`config.mk`:
```
export PLATFORM = sky130hd
export DESIGN_NAME = ramped_speed_to_pwm
export DESIGN_NICKNAME = d
export VERILOG_FILES = /design/src/rtl/rsp_pkg.sv /design/src/rtl/rsp_pulse.sv /design/src/rtl/ramped_speed_to_pwm.sv
export SDC_FILE = /design/constraint.sdc
export NUM_CORES = 2
export LEC_CHECK = 0
export ABC_AREA = 1
export BUFFER_PORTS_ARGS = -buffer_cell sky130_fd_sc_hd__buf_4
export CAP_MARGIN = 20
export CORE_MARGIN = 3
export CORE_UTILIZATION = 30
export CTS_CLUSTER_SIZE = 24
export DETAILED_ROUTE_END_ITERATION = 12
export GPL_TIMING_DRIVEN = 0
export MAX_ROUTING_LAYER = met4
export SKIP_CTS_REPAIR_TIMING = 1
export SYNTH_ARGS = -nofsm -noshare
export SYNTH_HDL_FRONTEND = slang
export SYNTH_SLANG_ARGS = --single-unit
```
`constraint.sdc`:
```
create_clock -name i_clk -period 19.7 [get_ports i_clk]
set_input_delay 4.925 -clock i_clk [delete_from_list [all_inputs] [get_ports i_clk]]
set_output_delay 4.925 -clock i_clk [all_outputs]
set_load 0.1 [all_outputs]
```
`src/rtl/rsp_pkg.sv`:
```
// Shared types and constants for the ramped speed to PWM block.
// Holds the item and result structs, the configuration struct and register indexes.
// Depends on nothing; used by rsp_pulse and ramped_speed_to_pwm.
`default_nettype none

package rsp_pkg;

    localparam int COUNT_BITS = 25;

    localparam logic [7:0] SPEED_STOP = 8'd127;
    localparam logic [7:0] GOAL_LOW   = 8'd27;
    localparam logic [7:0] GOAL_HIGH  = 8'd227;
    localparam int         SPEED_LIMIT = 100;

    // Divide by 100 as multiply by reciprocal, then one correction step.
    localparam int RECIP_SHIFT = COUNT_BITS + 7;
    localparam logic [COUNT_BITS:0] RECIP_MUL =
        (COUNT_BITS + 1)'((64'd1 << RECIP_SHIFT) / 64'd100);

    localparam logic [7:0]            RESET_RAMP_STEP = 8'd10;
    localparam logic [COUNT_BITS-1:0] RESET_PERIOD    = COUNT_BITS'(20000000);
    localparam logic [COUNT_BITS-1:0] RESET_PULSE_MIN = COUNT_BITS'(1000000);
    localparam logic [COUNT_BITS-1:0] RESET_PULSE_MAX = COUNT_BITS'(2000000);

    localparam int CFG_IDX_BITS = 3;

    typedef enum logic [CFG_IDX_BITS-1:0] {
        CFG_OUTPUT_MODE     = 3'd0,
        CFG_RAMP_STEP       = 3'd1,
        CFG_PWM_PERIOD      = 3'd2,
        CFG_SERVO_PULSE_MIN = 3'd3,
        CFG_SERVO_PULSE_MAX = 3'd4
    } t_cfg_idx;

    typedef enum logic {
        ACTION_SET  = 1'b0,
        ACTION_TICK = 1'b1
    } t_action;

    typedef enum logic {
        MODE_BRIDGE = 1'b0,
        MODE_SERVO  = 1'b1
    } t_mode;

    typedef struct packed {
        logic       action;
        logic [7:0] target_speed;
    } t_in_item;

    typedef struct packed {
        logic [COUNT_BITS-1:0] pulse_a;
        logic [COUNT_BITS-1:0] pulse_b;
        logic [7:0]            current_speed;
    } t_out_item;

    typedef struct packed {
        logic                  output_mode;
        logic [7:0]            ramp_step;
        logic [COUNT_BITS-1:0] pwm_period;
        logic [COUNT_BITS-1:0] servo_pulse_min;
        logic [COUNT_BITS-1:0] servo_pulse_max;
    } t_cfg;

endpackage

`default_nettype wire

```
`src/rtl/rsp_pulse.sv`:
```
// Pulse width pipeline: turns a new speed byte into bridge or servo pulse widths.
// Four register stages plus the output register, each stage holds while the next is full.
// Depends on rsp_pkg for widths, constants and the config and result structs.
`default_nettype none

module rsp_pulse (
    input  wire logic             i_clk,
    input  wire logic             i_rst_n,
    input  wire logic             i_valid,
    input  wire logic [7:0]       i_speed,
    input  wire rsp_pkg::t_cfg    i_cfg,
    output logic                  o_stall,
    output logic                  o_out_valid,
    output rsp_pkg::t_out_item    o_out,
    input  wire logic             i_out_stall
);

    localparam int CW = rsp_pkg::COUNT_BITS;
    localparam int QW = CW - 6;
    localparam int PW = 2 * CW + 1;

    // stage enables
    logic en_out, en_s4, en_s3, en_s2, en_s1;

    // stage 1 registers
    logic       r_s1_valid;
    logic [7:0] r_s1_speed;

    // stage 1 logic
    logic signed [8:0]  s1_diff;
    logic signed [7:0]  s1_s;
    logic [CW-1:0]      s1_pm1;
    logic signed [CW:0] s1_rng;
    logic [CW-1:0]      s1_rabs;
    logic [PW-1:0]      s1_prod_b;
    logic [PW-1:0]      s1_prod_r;

    // stage 2 registers
    logic               r_s2_valid;
    logic [7:0]         r_s2_speed;
    logic signed [7:0]  r_s2_s;
    logic [QW-1:0]      r_s2_q0_b;
    logic [QW-1:0]      r_s2_q0_r;
    logic [CW-1:0]      r_s2_pm1;
    logic [CW-1:0]      r_s2_rabs;
    logic signed [CW:0] r_s2_rng;

    // stage 2 logic
    logic [CW-1:0]        s2_rem_b;
    logic [CW-1:0]        s2_rem_r;
    logic [QW-1:0]        s2_per;
    logic [QW-1:0]        s2_q_r;
    logic signed [QW:0]   s2_rq;
    logic signed [CW:0]   s2_half;
    logic signed [CW+1:0] s2_mid;
    logic [6:0]           s2_mag;

    // stage 3 registers
    logic                 r_s3_valid;
    logic [7:0]           r_s3_speed;
    logic signed [7:0]    r_s3_s;
    logic [6:0]           r_s3_mag;
    logic [QW-1:0]        r_s3_per;
    logic signed [QW:0]   r_s3_rq;
    logic signed [CW+1:0] r_s3_mid;

    // stage 3 logic
    logic [CW:0]          s3_pb;
    logic signed [CW+2:0] s3_ps;

    // stage 4 registers
    logic                 r_s4_valid;
    logic [7:0]           r_s4_speed;
    logic signed [7:0]    r_s4_s;
    logic [CW:0]          r_s4_pb;
    logic signed [CW+2:0] r_s4_ps;
    logic signed [CW+1:0] r_s4_mid;

    // stage 4 logic
    logic [CW-1:0]        s4_pc;
    logic signed [CW+3:0] s4_sum;
    logic [CW-1:0]        s4_servo;
    rsp_pkg::t_out_item   n_out;

    // output register
    logic               r_out_valid;
    rsp_pkg::t_out_item r_out;

    assign en_out  = !r_out_valid || !i_out_stall;
    assign en_s4   = !r_s4_valid || en_out;
    assign en_s3   = !r_s3_valid || en_s4;
    assign en_s2   = !r_s2_valid || en_s3;
    assign en_s1   = !r_s1_valid || en_s2;
    assign o_stall = !en_s1;

    // ---------------- stage 1: signed speed, reciprocal products
    always_comb begin
        s1_diff = $signed({1'b0, r_s1_speed}) - $signed({1'b0, rsp_pkg::SPEED_STOP});
        if (s1_diff > 9'sd100) begin
            s1_s = 8'sd100;
        end else if (s1_diff < -9'sd100) begin
            s1_s = -8'sd100;
        end else begin
            s1_s = s1_diff[7:0];
        end

        s1_pm1 = (i_cfg.pwm_period == '0) ? '0 : i_cfg.pwm_period - CW'(1);
        s1_rng = $signed({1'b0, i_cfg.servo_pulse_max})
               - $signed({1'b0, i_cfg.servo_pulse_min});
        s1_rabs = s1_rng[CW] ? CW'(-s1_rng) : CW'(s1_rng);

        s1_prod_b = PW'(s1_pm1) * PW'(rsp_pkg::RECIP_MUL);
        s1_prod_r = PW'(s1_rabs) * PW'(rsp_pkg::RECIP_MUL);
    end

    // ---------------- stage 2: quotient correction, servo midpoint
    always_comb begin
        s2_rem_b = r_s2_pm1 - CW'(r_s2_q0_b) * CW'(rsp_pkg::SPEED_LIMIT);
        s2_rem_r = r_s2_rabs - CW'(r_s2_q0_r) * CW'(rsp_pkg::SPEED_LIMIT);
        s2_per   = r_s2_q0_b + QW'(s2_rem_b >= CW'(rsp_pkg::SPEED_LIMIT));
        s2_q_r   = r_s2_q0_r + QW'(s2_rem_r >= CW'(rsp_pkg::SPEED_LIMIT));
        // quotient of a negative range truncates toward zero
        s2_rq    = r_s2_rng[CW] ? -$signed({1'b0, s2_q_r}) : $signed({1'b0, s2_q_r});
        s2_half  = (r_s2_rng + $signed({{CW{1'b0}}, r_s2_rng[CW]})) >>> 1;
        s2_mid   = $signed({2'b00, i_cfg.servo_pulse_min}) + {s2_half[CW], s2_half};
        s2_mag   = r_s2_s[7] ? 7'(-r_s2_s) : 7'(r_s2_s);
    end

    // ---------------- stage 3: the two products
    always_comb begin
        s3_pb = (CW + 1)'(r_s3_mag) * (CW + 1)'(r_s3_per);
        s3_ps = $signed({{(CW - 5){r_s3_s[7]}}, r_s3_s})
              * $signed({{(CW + 2 - QW){r_s3_rq[QW]}}, r_s3_rq});
    end

    // ---------------- stage 4: clamp and select
    always_comb begin
        s4_pc = (r_s4_pb > {1'b0, i_cfg.pwm_period}) ? i_cfg.pwm_period : r_s4_pb[CW-1:0];

        s4_sum = {{2{r_s4_mid[CW+1]}}, r_s4_mid} + {r_s4_ps[CW+2], r_s4_ps};
        if (s4_sum[CW+3]) begin
            s4_servo = '0;
        end else if (s4_sum > $signed({4'b0000, i_cfg.pwm_period})) begin
            s4_servo = i_cfg.pwm_period;
        end else begin
            s4_servo = s4_sum[CW-1:0];
        end

        n_out.current_speed = r_s4_speed;
        if (i_cfg.output_mode == rsp_pkg::MODE_SERVO) begin
            n_out.pulse_a = s4_servo;
            n_out.pulse_b = '0;
        end else begin
            n_out.pulse_a = (r_s4_s > 8'sd0) ? s4_pc : '0;
            n_out.pulse_b = (r_s4_s < 8'sd0) ? s4_pc : '0;
        end
    end

    // ---------------- valid chain
    always_ff @(posedge i_clk) begin
        if (!i_rst_n) begin
            r_s1_valid  <= 1'b0;
            r_s2_valid  <= 1'b0;
            r_s3_valid  <= 1'b0;
            r_s4_valid  <= 1'b0;
            r_out_valid <= 1'b0;
        end else begin
            if (en_s1) begin
                r_s1_valid <= i_valid;
            end
            if (en_s2) begin
                r_s2_valid <= r_s1_valid;
            end
            if (en_s3) begin
                r_s3_valid <= r_s2_valid;
            end
            if (en_s4) begin
                r_s4_valid <= r_s3_valid;
            end
            if (en_out) begin
                r_out_valid <= r_s4_valid;
            end
        end
    end

    // ---------------- payload registers
    always_ff @(posedge i_clk) begin
        if (en_s1) begin
            r_s1_speed <= i_speed;
        end
        if (en_s2) begin
            r_s2_speed <= r_s1_speed;
            r_s2_s     <= s1_s;
            r_s2_q0_b  <= s1_prod_b[rsp_pkg::RECIP_SHIFT +: QW];
            r_s2_q0_r  <= s1_prod_r[rsp_pkg::RECIP_SHIFT +: QW];
            r_s2_pm1   <= s1_pm1;
            r_s2_rabs  <= s1_rabs;
            r_s2_rng   <= s1_rng;
        end
        if (en_s3) begin
            r_s3_speed <= r_s2_speed;
            r_s3_s     <= r_s2_s;
            r_s3_mag   <= s2_mag;
            r_s3_per   <= s2_per;
            r_s3_rq    <= s2_rq;
            r_s3_mid   <= s2_mid;
        end
        if (en_s4) begin
            r_s4_speed <= r_s3_speed;
            r_s4_s     <= r_s3_s;
            r_s4_pb    <= s3_pb;
            r_s4_ps    <= s3_ps;
            r_s4_mid   <= r_s3_mid;
        end
        if (en_out) begin
            r_out <= n_out;
        end
    end

    assign o_out_valid = r_out_valid;
    assign o_out       = r_out;

endmodule

`default_nettype wire

```
`src/rtl/ramped_speed_to_pwm.sv`:
```
// Ramped speed to PWM: one item per clock in, and a result for each accepted tick that
// moves the speed, as long as the output side takes results. The speed state
// updates in the accept cycle, so ticks may follow each other back to back; the
// latency comes from the pulse pipeline (reciprocal divide, correction, multiply,
// clamp, output register). Set commands and ticks that do not move give no result.
// Configuration writes are taken every cycle and should be made while the block is idle.
`default_nettype none

module ramped_speed_to_pwm (
    input  wire logic                                  i_clk,
    input  wire logic                                  i_rst_n,
    input  wire logic                                  i_in_valid,
    output logic                                       o_in_stall,
    input  wire rsp_pkg::t_in_item                     i_in,
    output logic                                       o_out_valid,
    input  wire logic                                  i_out_stall,
    output rsp_pkg::t_out_item                         o_out,
    input  wire logic                                  i_cfg_valid,
    output logic                                       o_cfg_ready,
    input  wire logic [rsp_pkg::CFG_IDX_BITS-1:0]      i_cfg_index,
    input  wire logic [rsp_pkg::COUNT_BITS-1:0]        i_cfg_data
);

    rsp_pkg::t_cfg r_cfg;
    logic [7:0]    r_speed_now;
    logic [7:0]    r_speed_goal;
    logic [7:0]    n_speed_now;
    logic [7:0]    n_speed_goal;

    logic              in_accept;
    logic              emit;
    logic              pulse_stall;
    logic signed [9:0] diff;
    logic signed [9:0] step;
    logic signed [9:0] move;

    assign o_cfg_ready = 1'b1;
    assign o_in_stall  = pulse_stall;
    assign in_accept   = i_in_valid && !pulse_stall;

    // configuration registers
    always_ff @(posedge i_clk) begin
        if (!i_rst_n) begin
            r_cfg.output_mode     <= rsp_pkg::MODE_BRIDGE;
            r_cfg.ramp_step       <= rsp_pkg::RESET_RAMP_STEP;
            r_cfg.pwm_period      <= rsp_pkg::RESET_PERIOD;
            r_cfg.servo_pulse_min <= rsp_pkg::RESET_PULSE_MIN;
            r_cfg.servo_pulse_max <= rsp_pkg::RESET_PULSE_MAX;
        end else if (i_cfg_valid && o_cfg_ready) begin
            case (rsp_pkg::t_cfg_idx'(i_cfg_index))
                rsp_pkg::CFG_OUTPUT_MODE:     r_cfg.output_mode     <= i_cfg_data[0];
                rsp_pkg::CFG_RAMP_STEP:       r_cfg.ramp_step       <= i_cfg_data[7:0];
                rsp_pkg::CFG_PWM_PERIOD:      r_cfg.pwm_period      <= i_cfg_data;
                rsp_pkg::CFG_SERVO_PULSE_MIN: r_cfg.servo_pulse_min <= i_cfg_data;
                rsp_pkg::CFG_SERVO_PULSE_MAX: r_cfg.servo_pulse_max <= i_cfg_data;
                default: ;
            endcase
        end
    end

    // target and ramp step
    always_comb begin
        n_speed_goal = r_speed_goal;
        if (in_accept && i_in.action == rsp_pkg::ACTION_SET) begin
            if (i_in.target_speed < rsp_pkg::GOAL_LOW) begin
                n_speed_goal = rsp_pkg::GOAL_LOW;
            end else if (i_in.target_speed > rsp_pkg::GOAL_HIGH) begin
                n_speed_goal = rsp_pkg::GOAL_HIGH;
            end else begin
                n_speed_goal = i_in.target_speed;
            end
        end

        diff = $signed({2'b00, r_speed_goal}) - $signed({2'b00, r_speed_now});
        step = $signed({2'b00, r_cfg.ramp_step});
        if (diff > step) begin
            move = step;
        end else if (diff < -step) begin
            move = -step;
        end else begin
            move = diff;
        end

        emit = in_accept && (i_in.action == rsp_pkg::ACTION_TICK)
            && (r_speed_now != r_speed_goal) && (r_cfg.ramp_step != 8'd0);

        n_speed_now = emit ? r_speed_now + move[7:0] : r_speed_now;
    end

    always_ff @(posedge i_clk) begin
        if (!i_rst_n) begin
            r_speed_now  <= rsp_pkg::SPEED_STOP;
            r_speed_goal <= rsp_pkg::SPEED_STOP;
        end else begin
            r_speed_now  <= n_speed_now;
            r_speed_goal <= n_speed_goal;
        end
    end

    rsp_pulse u_pulse (
        .i_clk       (i_clk),
        .i_rst_n     (i_rst_n),
        .i_valid     (emit),
        .i_speed     (n_speed_now),
        .i_cfg       (r_cfg),
        .o_stall     (pulse_stall),
        .o_out_valid (o_out_valid),
        .o_out       (o_out),
        .i_out_stall (i_out_stall)
    );

`ifndef SYNTHESIS
    a_speed_in_range: assert property (@(posedge i_clk) disable iff (!i_rst_n)
        (r_speed_now >= rsp_pkg::GOAL_LOW) && (r_speed_now <= rsp_pkg::GOAL_HIGH))
        else $error("current speed left the goal range");

    a_speed_moves_on_tick: assert property (@(posedge i_clk) disable iff (!i_rst_n)
        (r_speed_now != $past(r_speed_now))
            |-> $past(in_accept && (i_in.action == rsp_pkg::ACTION_TICK)))
        else $error("current speed changed without an accepted tick");

    a_one_channel: assert property (@(posedge i_clk) disable iff (!i_rst_n)
        o_out_valid |-> ((o_out.pulse_a == '0) || (o_out.pulse_b == '0)))
        else $error("both pulse channels driven at once");
`endif

endmodule

`default_nettype wire
```
Word level (Yosys, flattened, before mapping). Cells that the tools add are included. W data, S select, Z words.

Bits in registers: 487. Latch bits: 0. Bits in writable memories: 0. Bits in read-only memories: 0. Output and inout bits: 61. Logic and storage cells: 120. Memories kept: 0.

Add/sub/neg operators: 16. $mul: 6. Div/mod/pow operators: 0. $lt $le $gt $ge: 12. Equal/unequal tests: 5. Shifts and indexed selects: 0. Muxes and demuxes: 16. Bitwise gates (word level): 2. Reduce and logical (&&, ||, !) cells: 27.

Operators by type and width (number): $mux W25 (7); $mul A25 B23 Y48 const B (2); $ge A25 B7 Y1 const B (2); $mux W50 (1); $sub A25 B25 Y25 (2); $mux W8 (6); $mul A19 B5 Y23 const B (2); $add A19 B1 Y19 (2); $add A27 B28 Y29 (1); $gt A29 B26 Y1 (1); $mul A8 B20 Y28 (1); $add A26 B25 Y27 (1); $add A26 B2 Y26 (1); $gt A26 B25 Y1 (1); $mul A7 B19 Y26 (1); $sub A25 B25 Y26 (1); $logic_not A25 Y1 (1); $neg A25 Y25 (1); $sub A25 B1 Y25 const B (1); $neg A19 Y20 (1); $mux W19 (1); $lt A9 B10 Y1 (1); $neg A8 Y10 (1); $reduce_and A2 Y1 (5); 23 further kinds (40).

Logic depth before layout (Yosys ltp).
Word-level depth: 11. Mapped depth: 45. Mapped depth without buffers: 45.

By module. A second synthesis with hierarchy kept.

Cell total of the unflattened synthesis: 7425. Area, all modules: 63318.2 sq um.

Modules (own cells, without submodules): rsp_pulse (times used 1, cells an instance 6732, area each 58320.9 sq um, sequential area each 11421.0 sq um); ramped_speed_to_pwm (times used 1, cells an instance 693, area each 4997.3 sq um, sequential area each 2001.9 sq um).

Worst setup path before layout. Ideal clock, no wire load.

Path type: in2out. Start point: in i_out_stall. End point: out o_in_stall. Arrival time: 14378 ps. Setup slack: 397 ps. Cell stages on the path: 8. Path buffers: 0. Cell sequence: nand2_1 -> nor2_1 -> inv_1 -> nor2_1 -> inv_1 -> nor2_1 -> inv_1 -> nor2_1.

Cells in the longest elaborated chain, start to end: 7.

Ends and longest elaborated chain: start, declared (RTL line ramped_speed_to_pwm.sv:16) `input wire logic i_out_stall,`; $logic_not A1 Y1 (RTL line rsp_pulse.sv:89) `assign en_out = !r_out_valid || !i_out_stall;`; $logic_or A1 B1 Y1 (RTL line rsp_pulse.sv:89); $logic_or A1 B1 Y1 (RTL line rsp_pulse.sv:90) `assign en_s4 = !r_s4_valid || en_out;`; named net u_pulse.en_s4 (RTL line rsp_pulse.sv:23) `logic en_out, en_s4, en_s3, en_s2, en_s1;`; $logic_or A1 B1 Y1 (RTL line rsp_pulse.sv:91) `assign en_s3 = !r_s3_valid || en_s4;`; named net u_pulse.en_s3 (RTL line rsp_pulse.sv:23); $logic_or A1 B1 Y1 (RTL line rsp_pulse.sv:92) `assign en_s2 = !r_s2_valid || en_s3;`; named net u_pulse.en_s2 (RTL line rsp_pulse.sv:23); $logic_or A1 B1 Y1 (RTL line rsp_pulse.sv:93) `assign en_s1 = !r_s1_valid || en_s2;`; $logic_not A1 Y1 (RTL line rsp_pulse.sv:94) `assign o_stall = !en_s1;`; end, declared (RTL line ramped_speed_to_pwm.sv:13) `output logic o_in_stall,`.

The timed path passes the listed nets, and every way through them passes these cells.

Worst setup path after layout.
Start point: in i_out_stall. End point: out o_in_stall.

Cells in the longest elaborated chain, start to end: 7.

Ends and longest elaborated chain (RTL line): $logic_not A1 Y1 (rsp_pulse.sv:89); $logic_or A1 B1 Y1 (rsp_pulse.sv:89); named net u_pulse.en_out (rsp_pulse.sv:23); $logic_or A1 B1 Y1 (rsp_pulse.sv:90); named net u_pulse.en_s4 (rsp_pulse.sv:23); $logic_or A1 B1 Y1 (rsp_pulse.sv:91); named net u_pulse.en_s3 (rsp_pulse.sv:23); $logic_or A1 B1 Y1 (rsp_pulse.sv:92); named net u_pulse.en_s2 (rsp_pulse.sv:23); $logic_or A1 B1 Y1 (rsp_pulse.sv:93); $logic_not A1 Y1 (rsp_pulse.sv:94).

The timed path passes the listed nets, and every way through them passes these cells.

==> results.cfg <==
[clock_tree]
cts_sinks = 485
root_buffer = clkbuf_16
clk_latency_ps = 690
cts_tree = built
clk_pin_slew_ps = 60
clockBufferDepth = 3
cts_buffers = 56
htreeDepth = 2

[yosys]
synth_seq_area_share_pct = 21.6
synth_top_family_by_area = adder cells
syn_area_mm2 = 0.0626
synth-xor-area-share_pct = 4.75
synth_edf_count = 380
synth_compound_area_share_pct = 7.88
synth.area.mux_share_pct = 0
avgSynthCellArea_um2 = 8.58
syn_nets = 8959
ys_types = 64
postSynthCellCount = 7293
synth_seq_cells = 485
synth-adder-area-share_pct = 40.4
synthFlopType = edfxtp_1
yosys_warnings = 0
async_flop_share_pct = 0
yosys.area_share.simple_pct = 14.7

[placed_design]
port_buffers = 101
dp_hpwl_mm = 150
globalplace.congestion = 0.949
dpl.cell_count = 10201

[critical_path]
path_max_fanout = 71
critical_path.most_common_cell = nor2_1
cp_num_buf_inv = 6
required_ps = 14780
cp-start-kind = input pin
critPathSlowestCell = inv_6
cp_top_family = buffers and inverters
crit_arrival_ps = 7620
critPathMaxStageDelay_ps = 420
worstSetupPathType = input pin to output pin
crit_chain = buf_4 > nand2_2 > nor2_1 > inv_4 > nor2_1 > inv_4 > nor2_1 > inv_6 > buf_16 > nor2_1 > buf_4
end_kind = output pin

[worst_hold_path]
hp-class = flip-flop to flip-flop

[finish]
fin_util_pct = 33.3
mostFrequentLayoutCells = inv_1 (1650), nand2_1 (1233), ha_1 (967)
fin_cells = 10308
final_common_cell = inv_1
drive_gt1_share_pct = 4.44
nFillCells = 21550
fin_nets = 9138
area_growth_pct = 10.2

[sta]
finalCriticalPeriod_ps = 12550
hold_ws_ps = 415
min_period_over_period_pct = 63.7
max_freq_ghz = 0.0797
max_slew.worst_pin.slew_ps = 1120
relSlewSlack_pct = 24.9
finalSetupViolCount = 0
finalClockSkew_ps = 57.1
rsz0062_at_grt = false
drv_slew = 0
finalHoldViolations = 0

[global_routing]
met2_usage_pct = 27.7
grt_pass1_wl_mm = 278
overflow = 0
grt_pass1_vias = 49935
use_met1_pct = 21.9
busiest_layer = met2
track_usage_pct = 16.8
met3_usage_pct = 1.87
grt_max_degree = 75
antenna_found_initial = 1

[job]
maxCapViolCount = 0

[route]
firstDrtPassIters = 6
postRouteAntennaNets = 0
routed_wl_mm = 175
wl_per_cell_um = 16.9
via_count = 48134
drc = 0
via_per_inst = 4.67
drt_iter0_drc = 3356

[die]
rows = 167
start_util_pct = 30.2
core_area_mm2 = 0.207
die_x_um = 463
die_area_mm2 = 0.214
die_y_um = 463
io_pins = 103

[run_status]
status = complete, no violations
## cells by family (layout without fill, tap and decap cells)
logic type | after synthesis | count (layout)
DFF | 485 | 485
adders and majority gates | 1624 | 1624
other | 1 | 2
and+or+nand+nor | 2190 | 2190
buffers and inverters | 1774 | 2000
AOI/OAI and AO/OA | 882 | 882
xor gates and xnor gates | 337 | 337
## stage by stage
| stage | worst slack [ps] | instance area (µm²) | TNS (ps) |
|---|---|---|---|
| detailed placement | 7000 | 67100 | 0 |
| finish | 7150 | 69000 | 0 |
| global placement | -2750 | 66800 | -2750 |
| CTS | 6990 | 69000 | 0 |
| floorplan | 397 | 62600 | 0 |
| global route | 6790 | 69000 | 0 |
## path summary, 6_finish.rpt
check / from / cells past startpoint / endpoint / slack, ps
setup / recovery: i_out_stall / 11 / o_in_stall / 7150
hold / removal: u_pulse.r_s3_mid[26] / 0 / u_pulse.r_s4_mid[26] / 410
setup reg to reg: r_cfg[26] / 31 / u_pulse.r_s2_q0_r[10] / 9830
hold reg to reg: u_pulse.r_s3_mid[26] / 0 / u_pulse.r_s4_mid[26] / 410
## sequential cells by signal (all words and copies together), names as in the netlist, 19 cells and up
| signal | count |
|---|---|
| r_cfg | 84 |
| u_pulse.r_s2_rng | 26 |
| u_pulse.r_s4_mid | 27 |
| u_pulse.r_s4_pb | 26 |
| u_pulse.r_s2_rabs | 24 |
| u_pulse.r_s3_mid | 27 |
| u_pulse.r_s3_rq | 20 |
| u_pulse.r_s2_q0_r | 19 |
| u_pulse.r_s3_per | 19 |
| u_pulse.r_s4_ps | 28 |
| u_pulse.r_s2_q0_b | 19 |
| u_pulse.r_s2_pm1 | 25 |
| u_pulse.o_out | 58 |
## Yosys cell counts, types with 11 or more instances
| cell type | count | area, µm² |
|---|---|---|
| nor2_2 | 11 | 68.8 |
| dfxtp_1 | 105 | 2100 |
| o21ai_0 | 261 | 1310 |
| xnor2_1 | 98 | 858 |
| nand2_2 | 15 | 93.8 |
| or2_2 | 25 | 156 |
| xor2_1 | 238 | 2080 |
| o21a_1 | 12 | 90.1 |
| nor2_1 | 432 | 1620 |
| a31oi_1 | 41 | 257 |
| nand3_1 | 280 | 1400 |
| o21bai_1 | 23 | 173 |
| inv_1 | 1653 | 6200 |
| o211ai_1 | 38 | 285 |
| fa_1 | 657 | 13200 |
| a21o_1 | 20 | 150 |
| edfxtp_1 | 380 | 11400 |
| clkbuf_1 | 83 | 312 |
| o31ai_1 | 12 | 90.1 |
| nand4_1 | 69 | 432 |
| nor4_1 | 26 | 163 |
| nand2_1 | 1234 | 4630 |
| inv_2 | 16 | 60.1 |
| a21boi_0 | 13 | 97.6 |
| nand3b_1 | 14 | 105 |
| ha_1 | 967 | 12100 |
| a21oi_1 | 412 | 2060 |
| nor3_1 | 55 | 275 |
## worst register-to-register path, delay by kind of cell (launching register included)
| kind | cells | cell delay [ps] |
|---|---|---|
| adder cells (fa/ha/maj) | 9 | 4300 |
| XOR/XNOR | 2 | 1150 |
| AND/OR/NAND/NOR | 10 | 1510 |
| buffers and inverters | 6 | 1020 |
| AO/OA/AOI/OAI | 4 | 1130 |
| flip-flops | 1 | 530 |
## area by class of cell
| class | instances | area (µm²) | share of cell area (%) |
|---|---|---|---|
| tap | 2788 | 3490 | 5.06 |
| multi-input combinational | 5034 | 42400 | 61.5 |
| clock buffer | 67 | 1510 | 2.18 |
| clock inverter | 38 | 342 | 0.495 |
| timing repair buffer | 121 | 1020 | 1.48 |
| sequential | 485 | 13500 | 19.6 |
| buffer | 100 | 400 | 0.580 |
| antenna | 1 | 2.50 | 0.00363 |
| inverter | 1674 | 6290 | 9.12 |
## routing by layer
metal / wire [µm] / up-vias
met1: 78700 / 23147
met2: 82400 / 1176
met5: 0 / -
met4: 4740 / 0
met3: 8730 / 211
li1: - / 23600
Power is left out: the tool's default activity adds up to more than one toggle a clock period on the data nets, which glitch-free logic cannot reach.
